**src/design/psc_pkg.sv**
```systemverilog
package psc_pkg;

  // Event kinds carried by an input word.
  localparam logic [1:0] EV_FRAME = 2'd0;
  localparam logic [1:0] EV_BEGIN = 2'd1;
  localparam logic [1:0] EV_END   = 2'd2;

  // Result kinds.
  localparam logic [1:0] RES_REGION  = 2'd0;
  localparam logic [1:0] RES_FRAME   = 2'd1;
  localparam logic [1:0] RES_DROPPED = 2'd2;

  // Error codes.
  localparam logic [1:0] ERR_NONE   = 2'd0;
  localparam logic [1:0] ERR_LANE   = 2'd1;
  localparam logic [1:0] ERR_STACK  = 2'd2;
  localparam logic [1:0] ERR_REGION = 2'd3;

  // Configuration register indexes.
  localparam logic [1:0] CFG_SCOPE_ENABLE = 2'd0;
  localparam logic [1:0] CFG_SCOPE_UNIT   = 2'd1;
  localparam logic [1:0] CFG_SCOPE_RECORD = 2'd2;

  // Widest lane number the lane table can ever need.
  localparam int LANE_FIELD_W = 6;

  // A classified word handed from the front to the back.
  typedef struct packed {
    logic [1:0]              kind;
    logic                    lane_err;
    logic [LANE_FIELD_W-1:0] lane;
    logic                    unit;
    logic [11:0]             rec;
    logic [63:0]             ts;
  } item_t;

  // Queue status seen by both sides.
  typedef struct packed {
    logic full;
    logic empty;
  } qstat_t;

endpackage

```
**src/design/psc_queue.sv**
```systemverilog
module psc_queue (
  input  logic            clk_i,
  input  logic            rst_ni,
  input  logic            push_i,
  input  psc_pkg::item_t  push_item_i,
  input  logic            pop_i,
  output psc_pkg::item_t  pop_item_o,
  output psc_pkg::qstat_t stat_o
);

  psc_pkg::item_t mem_q [4];
  logic [1:0] wptr_q, rptr_q;
  logic [2:0] cnt_q;

  always_ff @(posedge clk_i or negedge rst_ni) begin
    if (!rst_ni) begin
      wptr_q <= 2'd0;
      rptr_q <= 2'd0;
      cnt_q  <= 3'd0;
    end else begin
      if (push_i) wptr_q <= wptr_q + 2'd1;
      if (pop_i) rptr_q <= rptr_q + 2'd1;
      cnt_q <= cnt_q + {2'd0, push_i} - {2'd0, pop_i};
    end
  end

  always_ff @(posedge clk_i) begin
    if (push_i) mem_q[wptr_q] <= push_item_i;
  end

  assign pop_item_o   = mem_q[rptr_q];
  assign stat_o.full  = (cnt_q == 3'd4);
  assign stat_o.empty = (cnt_q == 3'd0);

endmodule

```
**config.mk**
```make
export PLATFORM = sky130hd
export DESIGN_NAME = psc_queue
export DESIGN_NICKNAME = d
export VERILOG_FILES = /design/src/design/psc_pkg.sv /design/src/design/psc_queue.sv
export SDC_FILE = /design/constraint.sdc
export NUM_CORES = 1
export LEC_CHECK = 0
export BUFFER_PORTS_ARGS = -buffer_cell sky130_fd_sc_hd__buf_2
export CORE_ASPECT_RATIO = 1.1
export CORE_MARGIN = 2
export CORE_UTILIZATION = 57
export CTS_CLUSTER_SIZE = 30
export DETAILED_ROUTE_END_ITERATION = 6
export PLACE_DENSITY = 0.79
export SYNTH_ARGS = -nofsm -noshare
export SYNTH_HDL_FRONTEND = slang
export SYNTH_SLANG_ARGS = --single-unit
```
**constraint.sdc**
```tcl
create_clock -name clk_i -period 3.9 [get_ports clk_i]
set_clock_uncertainty 0.05 [all_clocks]
set_input_delay 0.195 -clock clk_i [delete_from_list [all_inputs] [get_ports clk_i]]
set_output_delay 0.195 -clock clk_i [all_outputs]
set_load 0.005 [all_outputs]
```
After elaboration in Yosys (flattened, before gate mapping)

Memory sizes are Yosys's and may differ from the RTL's.
Cells that the tools add are included.

Add/subtract/negate cells: 4
Muxes and demuxes: 2
Reductions and logical operators: 1
Equal/unequal tests: 1

Operators by type and width:

| cell                | number |
|---|---|
| $add 2x1->2 const B | 2 |
| $add 3x1->3         | 1 |
| $eq 3x3->1 const B  | 1 |
| $logic_not 3->1     | 1 |
| $sub 3x1->3         | 1 |
| $mux 1              | 2 |

Output and inout port bits: 88
Memory bits (writable): 344
Word-level logic and storage cells: 12
Memories: 1
Bits in registers: 7
Bits of input ports: 90

Memory list:

| name  | depth | bits a word | read ports | clocked after memory_dff | write ports | RTL line        | RTL |
|---|---|---|---|---|---|---|---|
| mem_q | 4     | 86          | 1          | 0                        | 1           | psc_queue.sv:11 | `psc_pkg::item_t mem_q [4];` |

Longest topological paths before layout

Word-level depth: 2
Mapped depth: 7
Mapped depth without buffers: 7

Least setup slack after synthesis

OpenSTA, ideal clock, no wires.

Kind: register -> register
From: register wptr_q[0]
To: memory mem_q[0][0] (netlist bit), enable pin
Data required time: 3.396 ns
Path buffers: 0
Library setup time: 0.454 ns
Clock period less this slack: 3.122 ns
Arrival time: 2.618 ns
Setup slack: 0.778 ns
Cell stages (with the launch flop): 4
Path through: dfrtp_1 > inv_1 > ha_1 > and2_1

RTL lines:

| item                     | RTL line        | RTL |
|---|---|---|
| start: declaration       | psc_queue.sv:12 | `logic [1:0] wptr_q, rptr_q;` |
| start signal: assignment | psc_queue.sv:21 | `if (push_i) wptr_q <= wptr_q + 2'd1;` |
| end: declaration         | psc_queue.sv:11 |  |

Straight into the memory's write port.

==> metrics.md <==
| Metric | Value |
|---|---|
| Post-layout min period | roughly 2800 ps |
| Chip width | 147 µm |
| Worst-skew pair later-pin latency | 490 ps |
| H-tree Lvls | 2 |
| FMAX | approximately 360 MHz |
| Total power | around 11 mW |
| Synth cell types | 19 |
| Layout cells sized above 1 | roughly two fifths |
| Final Max Tran Viols | 0 |
| Worst setup margin | between 1000 and 1500 ps |
| WP data required | approximately 3700 ps |
| Post-Syn Area | 12800 µm² |
| Grt total ovfl | 0 |
| Port Buffers | ~180 |
| Drt pass-1 iters | 5 |
| Pre-CTS WS | 1540 ps |
| Worst r2r src | wptr_q[0] |
| CTS Buf Count | 35 |
| Pwr Density | between 700 and 800 nW/µm² |
| Max-cap violation count | 0 |
| Flop and latch count out of synthesis | approximately 350 |
| CTS tree | done |
| Detail Placement HPWL | 13300 µm |
| RSZ-0062 raised after global routing | false |
| Post-CTS Setup Bufs | 0 |
| Fill cell count | roughly 1200 |
| Vias in the first global route | approximately 6700 |
| Most frequent cells in the layout | edfxtp_1, buf_2, dlygate4sd3_1 |
| Placer Congestion | between 0.6 and 0.7 |
| Initial antenna violation count | 2 |
| Avg Cell Area, Syn | roughly 26 µm² |
| FF/Latch Area | 10500 µm² |
| Post-Synthesis Cells | 484 |
| Worst min path class | in -> async |
| Final hold vios | 0 |
| Initial Util | ~58% |
| Critical path type | reg -> out |
| Via/cell ratio | ~5.5 |
| Status | finished clean |
| Core ar. | roughly 22000 µm² |
| Synthesis Warnings | 0 |
| First-pass GRT wire length | approximately 37000 µm |
| CP startpoint kind | register |
| Clock-pin slew on the worst setup and hold paths | 60 ps |
| Critical path peak fanout | 26 |
| Seq/Total Area, Yosys | 82.1% |
| Worst R2R End | mem_q[0][34] |
| Most common cell after layout, fill and taps aside | edfxtp_1 |
| # setup viols final | 0 |
| DR iter-0 viols | between 300 and 400 |
| Routed WL | around 24000 µm |
| Post-CTS Hold Buffers | 89 |
| Crit path DAT | roughly 2500 ps |
| P_leak | 5.57 nW |
| Die Ht | around 160 µm |
| WL per Instance | around 22 µm |
| Placed Cells | approximately 940 |
| Via count | ~6100 |
| FP Rows | 57 |
| Tcrit/Tclk final | ~71% |
| Reg2reg setup slack | 1870 ps |
| Area growth syn-to-layout | 25.4% |
| Clock Tree Root | clkbuf_16 |
| CTS max path bufs | 3 |
| Largest net degree at the start of global routing | 53 |
| Critical Path Sink Type | primary output |
| Area occupied by multi-input gates | 2130 µm² |
| DRC | 0 |
| Overall Global Routing Usage | approximately a fifth |
| Synthesized Nets | between 500 and 600 |
| Nets@finish | between 800 and 900 |
| Worst-Margin Slew | between 600 and 700 ps |
| CTS resizes | 0 |
| I/O pin count | 178 |
| Worst R2R Path Depth | 4 |
| Final cell count without fillers | 1096 |
| Max-slew headroom | 59.1% |
| Routed Antenna Nets | 0 |
| Peak VDD IR | around 0.00054 V |
| Clock sink count | between 300 and 400 |
| TNS Setup | 0 ps |
| Die ar. | 23700 µm² |
[worst max-delay path, cell delays in order, from the launching register on]
cell     delay, ps
dfrtp_4        770
buf_4          530
mux4_2         580
buf_2          150
[Yosys cell counts, drive strengths merged]
library cell	number	area, µm²
mux4	86	1940
xor2	2	17.5
nor3	1	5.00
and2	4	25.0
inv	6	22.5
buf	16	128
clkbuf	4	15.0
o21ai	1	5.00
edfxtp	344	10300
fa	1	20.0
xnor2	3	26.3
ha	6	75.1
dfrtp	7	175
nand2	2	7.51
and3	1	6.26
[cells by family after synthesis]
kind of cell / count (synthesis) / share of synthesized area, %
buffers and inverters: 26 / 1.29
XOR/XNOR: 5 / 0.342
adder cells (fa/ha/maj): 7 / 0.743
flip-flops: 351 / 82.1
AO/OA/AOI/OAI: 1 / 0.0391
AND/OR/NAND/NOR: 8 / 0.342
multiplexers: 86 / 15.1
[state kept, by name (all words and copies together), names as in the netlist]
name	count
cnt_q	3
mem_q	344
rptr_q	2
wptr_q	2
[metrics by stage]
| step | hold WS (ps) | utilization (%) | cell area, µm² |
|---|---|---|---|
| after floorplan | -151 | - | 12800 |
| after global placement | -2.68 | 63.8 | 14100 |
| after detailed placement | 8.95 | 63.8 | 14100 |
| after CTS | 4.82 | 72.8 | 16000 |
| after global routing | 34.6 | 72.8 | 16000 |
| final | 26.3 | 72.8 | 16000 |
[cell type report]
type / count / area share, %
Multi-Input combinational cell: 107 / 13.3
Tap cell: 295 / 2.30
Clock buffer: 50 / 6.14
Sequential cell: 351 / 65.5
Timing Repair Buffer: 273 / 11.9
Inverter: 6 / 0.140
Antenna cell: 2 / 0.0312
Clock inverter: 12 / 0.702
[layer usage]
metal	share of wire, %	GRT usage [%]	vias up
met5	0	0	-
met4	2.2	7.19	0
met3	4.2	3.39	36
met2	54	36.4	176
met1	40	26.8	3180
li1	-	-	2664
[power breakdown]
group	switching, mW	leakage (nW)	internal (mW)
Combinational	1.40	1.80	1.54
Clock	1.28	0.531	1.89
Sequential	0.331	3.24	4.94
[worst max-delay path by stage]
stage / slack (ps) / startpoint / endpoint
final: 1120 / rptr_q[0] / pop_item_o[16]
after global routing: 920 / rptr_q[0] / pop_item_o[31]
after CTS: 990 / rptr_q[0] / pop_item_o[12]
after detailed placement: 1540 / rptr_q[0] / pop_item_o[12]
after global placement: 1580 / rptr_q[0] / pop_item_o[34]
after floorplan: 780 / wptr_q[0] / mem_q[0][0]
Note: power is estimated with default switching activity, not from simulation.
