`src/design/psc_pkg.sv`:
```
package psc_pkg;

  // Event kinds carried by an input word.
  localparam logic [1:0] EV_FRAME = 2'd0;
  localparam logic [1:0] EV_BEGIN = 2'd1;
  localparam logic [1:0] EV_END   = 2'd2;

  // Result kinds.
  localparam logic [1:0] RES_REGION  = 2'd0;
  localparam logic [1:0] RES_FRAME   = 2'd1;
  localparam logic [1:0] RES_DROPPED = 2'd2;

  // Error codes.
  localparam logic [1:0] ERR_NONE   = 2'd0;
  localparam logic [1:0] ERR_LANE   = 2'd1;
  localparam logic [1:0] ERR_STACK  = 2'd2;
  localparam logic [1:0] ERR_REGION = 2'd3;

  // Configuration register indexes.
  localparam logic [1:0] CFG_SCOPE_ENABLE = 2'd0;
  localparam logic [1:0] CFG_SCOPE_UNIT   = 2'd1;
  localparam logic [1:0] CFG_SCOPE_RECORD = 2'd2;

  // Widest lane number the lane table can ever need.
  localparam int LANE_FIELD_W = 6;

  // A classified word handed from the front to the back.
  typedef struct packed {
    logic [1:0]              kind;
    logic                    lane_err;
    logic [LANE_FIELD_W-1:0] lane;
    logic                    unit;
    logic [11:0]             rec;
    logic [63:0]             ts;
  } item_t;

  // Queue status seen by both sides.
  typedef struct packed {
    logic full;
    logic empty;
  } qstat_t;

endpackage

```
`src/design/psc_front.sv`:
```
module psc_front #(
  parameter int MAX_LANES = 8
) (
  input  logic           clk_i,
  input  logic           rst_ni,
  input  logic           accept_i,
  input  logic [1:0]     event_kind_i,
  input  logic [31:0]    thread_id_i,
  input  logic           source_unit_i,
  input  logic [11:0]    record_index_i,
  input  logic [63:0]    timestamp_i,
  output logic           push_o,
  output psc_pkg::item_t push_item_o
);

  localparam int LANE_W = (MAX_LANES > 1) ? $clog2(MAX_LANES) : 1;
  localparam int LCNT_W = $clog2(MAX_LANES + 1);

  logic [31:0]       ids_q [MAX_LANES];
  logic [LCNT_W-1:0] lanes_q, lanes_d;
  logic              fopen_q;
  logic              hit;
  logic [LANE_W-1:0] hit_lane, lane;
  logic              is_block, take_new, full;

  always_comb begin
    hit      = 1'b0;
    hit_lane = '0;
    for (int i = 0; i < MAX_LANES; i++) begin
      if (!hit && (LCNT_W'(i) < lanes_q) && ids_q[i] == thread_id_i) begin
        hit      = 1'b1;
        hit_lane = LANE_W'(i);
      end
    end
  end

  assign is_block = (event_kind_i == psc_pkg::EV_BEGIN) || (event_kind_i == psc_pkg::EV_END);
  assign full     = (lanes_q == LCNT_W'(MAX_LANES));
  assign take_new = accept_i && is_block && fopen_q && !hit && !full;
  assign lane     = hit ? hit_lane : lanes_q[LANE_W-1:0];
  assign lanes_d  = lanes_q + LCNT_W'(1);

  assign push_o = accept_i && ((event_kind_i == psc_pkg::EV_FRAME) || (is_block && fopen_q));

  always_comb begin
    push_item_o.kind     = event_kind_i;
    push_item_o.lane_err = is_block && !hit && full;
    push_item_o.lane     = (push_item_o.lane_err) ? '0 : psc_pkg::LANE_FIELD_W'(lane);
    push_item_o.unit     = source_unit_i;
    push_item_o.rec      = record_index_i;
    push_item_o.ts       = timestamp_i;
  end

  always_ff @(posedge clk_i or negedge rst_ni) begin
    if (!rst_ni) begin
      lanes_q <= '0;
      fopen_q <= 1'b0;
    end else begin
      if (accept_i && event_kind_i == psc_pkg::EV_FRAME) fopen_q <= 1'b1;
      if (take_new) lanes_q <= lanes_d;
    end
  end

  always_ff @(posedge clk_i) begin
    if (take_new) ids_q[lanes_q[LANE_W-1:0]] <= thread_id_i;
  end

endmodule

```
`config.mk`:
```
export PLATFORM = sky130hd
export DESIGN_NAME = psc_front
export DESIGN_NICKNAME = d
export VERILOG_FILES = /design/src/design/psc_pkg.sv /design/src/design/psc_front.sv
export SDC_FILE = /design/constraint.sdc
export NUM_CORES = 1
export LEC_CHECK = 0
export BUFFER_PORTS_ARGS = -buffer_cell sky130_fd_sc_hd__buf_2
export CORE_MARGIN = 10
export CORE_UTILIZATION = 55
export DETAILED_ROUTE_END_ITERATION = 12
export PLACE_DENSITY = 0.9
export SETUP_SLACK_MARGIN = 0.1
export SLEW_MARGIN = 20
export SYNTH_ARGS = -nofsm -noshare
export SYNTH_HDL_FRONTEND = slang
export SYNTH_SLANG_ARGS = --single-unit
```
`constraint.sdc`:
```
create_clock -name clk_i -period 14.54 [get_ports clk_i]
set_clock_uncertainty 0.2 [all_clocks]
set_input_delay 0.727 -clock clk_i [delete_from_list [all_inputs] [get_ports clk_i]]
set_output_delay 0.727 -clock clk_i [all_outputs]
set_load 0.05 [all_outputs]
```
# Yosys cells after proc, flatten, opt, wreduce, memory -nomap -nowiden

Memories as Yosys holds them, arrays and structs flattened.
Index checks and enable logic that the tools add are counted.
W data, S select, Z words.

Add/sub/neg operators: 1
$mul: 0
Div/mod/pow operators: 0
Magnitude comparators: 8
Eq/ne operators: 11
Shifts and indexed selects: 0
Mux-type cells: 19
Bitwise logic cells: 0
Reduce and logical (&&, ||, !) cells: 36

Operator list:

| kind                  | number |
|---|---|
| $eq A32 B32 Y1        | 8 |
| $logic_and A1 B1 Y1   | 24 |
| $mux W3               | 8 |
| $lt A3 B4 Y1 const A  | 4 |
| $mux W1               | 11 |
| $logic_not A1 Y1      | 9 |
| $lt A1 B4 Y1 const A  | 2 |
| $lt A2 B4 Y1 const A  | 2 |
| $add A4 B1 Y4 const B | 1 |
| $eq A4 B4 Y1 const B  | 1 |
| $eq A2 B1 Y1 const B  | 1 |
| $eq A2 B2 Y1 const B  | 1 |
| $logic_not A2 Y1      | 1 |
| $logic_or A1 B1 Y1    | 2 |

Flip-flop bits (word level): 5
Bits in latches: 0
RAM bits: 256
ROM bits: 0
Bits of input ports: 114
Output and inout port bits: 87
Logic and storage cells: 78
Memories: 1

Memory list:

| name  | depth | bits a word | rd ports | clocked after Yosys merged registers in | write ports | RTL line        | RTL |
|---|---|---|---|---|---|---|---|
| ids_q | 8     | 32          | 8        | 0                                       | 1           | psc_front.sv:19 | `logic [31:0] ids_q [MAX_LANES];` |

# Depth between registers and ports, before layout

An unclocked memory read counts as a cell.

Word-level depth: 37
Depth in mapped cells: 12
Depth with buffers taken out: 10

# Worst setup path after synthesis

No wires, ideal clock.

Kind: in2reg
From: input port thread_id_i[21]
To: memory ids_q[0][0], enable pin
Setup time: 502 ps
Arrival: 5193 ps
Required time: 13838 ps
Setup slack: 8645 ps
Stages: 10
Path buffers: 2
Path through: buf_2 -> xor2_1 -> nor4_1 -> nand4_1 -> nor3_1 -> nor4_1 -> nand3b_2 -> nand2b_1 -> buf_6 -> nor4_1

Word-level cells in the longest chain between the ends: 36
Elaborated cells between the ends (all ways): 43
Those cells by class: eq/ne (8); mux (10); reduce/logical (25)

Ends and longest elaborated chain:

| item                                | RTL line        | RTL |
|---|---|---|
| from (decl)                         | psc_front.sv:8  | `input logic [31:0] thread_id_i,` |
| $eq A32 B32 Y1                      | psc_front.sv:30 | `if (!hit && (LCNT_W'(i) < lanes_q) && ids_q[i] == thread_id_i) begin` |
| $logic_and A1 B1 Y1                 | psc_front.sv:30 |  |
| $mux W1                             | psc_front.sv:30 |  |
| $logic_not A1 Y1                    | psc_front.sv:30 |  |
| $logic_and A1 B1 Y1 (2 in series)   | psc_front.sv:30 |  |
| $mux W1                             | psc_front.sv:30 |  |
| $logic_not A1 Y1                    | psc_front.sv:30 |  |
| $logic_and A1 B1 Y1 (2 in series)   | psc_front.sv:30 |  |
| [16 not listed]                     | -               |  |
| $mux W1                             | psc_front.sv:30 |  |
| $logic_not A1 Y1                    | psc_front.sv:30 |  |
| $logic_and A1 B1 Y1 (2 in series)   | psc_front.sv:30 |  |
| $mux W1 *                           | psc_front.sv:30 |  |
| $logic_not A1 Y1 *                  | psc_front.sv:39 | `assign take_new = accept_i && is_block && fopen_q && !hit && !full;` |
| $logic_and A1 B1 Y1 * (2 in series) | psc_front.sv:39 |  |
| $mux W1 *                           | psc_front.sv:65 | `if (take_new) ids_q[lanes_q[LANE_W-1:0]] <= thread_id_i;` |
| $mux W1 (not written as such) *     | psc_front.sv:65 |  |
| to (decl)                           | psc_front.sv:19 |  |

Mark *: on every way between the ends. The rest lies on a longest branch, timed or not.

==> flow_summary.toml <==
[clock_network]
clock-sinks = 261
postCtsHoldBufs = 1
clk_pin_slew_ps = 60
cts_resized = 0
clk_latency_ps = 530
cts_root_buf = "clkbuf_16"
cts_tree = "done"
cts_max_level = 1
cts_inserted_buffers = 26
post_cts_buffers = 0
clockBufferDepth = 3

[critical_path]
cp_cell_sequence = "buf_2 > xor2_1 > nor4_1 > nand4_1 > or4_4 > nand2b_2 > nand3b_2 > a21oi_1 > a211oi_1 > buf_2"
cpMostUsedCell = "buf_2"
cp_max_fo = 16
endpoint_kind = "output pin"
crit_buf_inv = 2
cp_top_family = "simple AND/OR/NAND/NOR gates"
required_ps = 13610
cpPeakStageDelay_ps = 580
crit_type = "input pin to output pin"
cp-start-kind = "input pin"
critPathSlowestCell = "or4_4"
cp.arrival_ps = 3710

[synth]
syn_avg_cell_area_um2 = 15.0
syn_area_mm2 = 0.0118
synthTopCellsByArea = "edfxtp_1 (65%), xor2_1 (15%), buf_4 (5.5%), xnor2_1 (4.5%), nor4_1 (3.1%)"
syn_inst = 786
yosysWarningCount = 0
yosysSeqAreaShare = 0.663
synth_cell_types = 32
ys.flop_type = "edfxtp_1"
synth_area_leader_cell = "edfxtp_1"
synth_top_area_frac = 0.652
synth_edf_count = 256
synth_common_cells = "edfxtp_1 (256), xor2_1 (199), buf_4 (86)"
async_reset_ff_frac = 0.0192
ys_seq_elements = 261
yosysMostFrequentCell = "edfxtp_1"

[timing]
setup_viol = 0
setup_tns_ps = 0
drv_slew = 0
fmax_mhz = 216
tightest_slew_ps = 1070
period_share = 0.319
rsz0062_at_grt = "no"
final-hold-violation-count = 0
finalCriticalPeriod_ps = 4630
relSlewSlack = 0.288

[global_route]
antenna_found_initial = 2
grt_overflow = 0
grt_pass1_vias = 6323
grt_max_degree = 34
grt_pass1_wl_mm = 40.3
grt_usage = 0.188

[power_and_ir_drop]
leakage_nw = 4.17
p_per_area_mw_per_mm2 = 142
ir_drop_uv = 142

[floorplanning]
start_util = 0.561
die_x_um = 166
dieArea_mm2 = 0.0277
row_count = 53
die_y_um = 166
fp.coreArea_mm2 = 0.0210
ios = 201

[placed_design]
portBuffers = 43
globalplace.congestion = 0.910
dp_hpwl_mm = 17.7
dp.cells = 994

[final_layout]
final_cells = 1043
fillCellCount = 1481
drive_gt1_frac = 0.134
final_util = 0.594
area_growth_pct = 5.86
final_nets = 865

[drt]
drtPass1Iterations = 5
wirelength_mm = 27.0
wl_per_cell_um = 25.9
viasPerCell = 5.83
route.detailed.drc = 0
routed-via-count = 6085
drtAntennaViolNets = 0
drtIter0Drc = 759

[min_path]
min_path_type = "input pin to register"

[run_status]
status = "completed"

[run]
maxCapViolCount = 0
==> sequential cells by signal, summed over array words and instances, names as in the netlist <==
signal,cells
fopen_q,1
ids_q,256
lanes_q,4
==> layout by cell type, fill, tap and decap left out, types with 3 or more instances in the layout <==
master,count
clkinv_1,5
nor4_1,51
nand4_1,19
xnor2_1,60
nand3_1,13
inv_1,6
nor3_1,10
buf_4,7
edfxtp_1,256
nor2_1,7
clkinv_2,6
xor2_1,199
a21oi_1,8
ha_1,3
conb_1,3
nor4_2,7
nand2_1,5
clkbuf_16,27
clkbuf_1,3
dfrtp_1,5
buf_2,43
==> metal layers <==
| metal | wire (um) | vias to the layer above | global-route usage |
|---|---|---|---|
| met3 | 3130 | 88 | 0.0556 |
| met5 | 14 | - | 0 |
| met4 | 986 | 2 | 0.0706 |
| met2 | 13400 | 387 | 0.315 |
| li1 | - | 2642 | - |
| met1 | 9530 | 2966 | 0.224 |
==> worst paths after layout <==
kind | start | end | slack, ps | cells past startpoint
min in group asynchronous | rst_ni | fopen_q | 350 | 2
hold / removal | accept_i | fopen_q | 250 | 2
hold reg to reg | fopen_q | fopen_q | 280 | 1
max in group asynchronous | rst_ni | lanes_q[3] | 13650 | 2
setup / recovery | thread_id_i[25] | push_item_o[77] | 9910 | 10
setup reg to reg | lanes_q[1] | ids_q[3][29] | 10460 | 11
==> layout make-up <==
cell class,instances,area (um2),area share
Antenna cell,1,2.50,0.000201
Clock buffer,30,687,0.0550
Clock inverter,17,141,0.0113
Inverter,6,22.5,0.00180
Multi-Input combinational cell,402,3190,0.256
Sequential cell,261,7810,0.626
Tap cell,275,344,0.0276
Timing Repair Buffer,51,278,0.0223
==> logic make-up (layout without fill, tap and decap cells) <==
family / Yosys count / in the layout / synth area share
muxes: 1 / 1 / 0.00127
buffers and inverters: 125 / 104 / 0.0715
xor gates and xnor gates: 259 / 259 / 0.192
AOI/OAI and AO/OA: 15 / 15 / 0.00839
other: 1 / 4 / 0.000318
DFF: 261 / 261 / 0.663
and+or+nand+nor: 121 / 121 / 0.0601
adders and majority gates: 3 / 3 / 0.00318
==> through the flow <==
step	hold WS, ps	cell area (um2)	setup slack (ps)	power (W)
after floorplan	231	11800	8650	0.00112
after global placement	264	11600	10080	0.00113
after detailed placement	274	11600	9990	0.00114
after CTS	248	12500	9930	0.00178
after global routing	268	12500	9720	0.00183
final	246	12500	9910	0.00177
==> report_power, final <==
| part | internal (W) | switching [W] |
|---|---|---|
| Clock | 0.000374 | 0.000274 |
| Combinational | 0.0000617 | 0.000145 |
| Sequential | 0.000882 | 0.0000368 |
==> worst register-to-register path: cells and delay by family (launching register included) <==
kind / cells / cell delay [ps]
and+or+nand+nor: 6 / 1750
buffers and inverters: 3 / 800
DFF: 1 / 520
adders and majority gates: 1 / 250
AOI/OAI and AO/OA: 1 / 160
(Power assumes the default switching activity.)
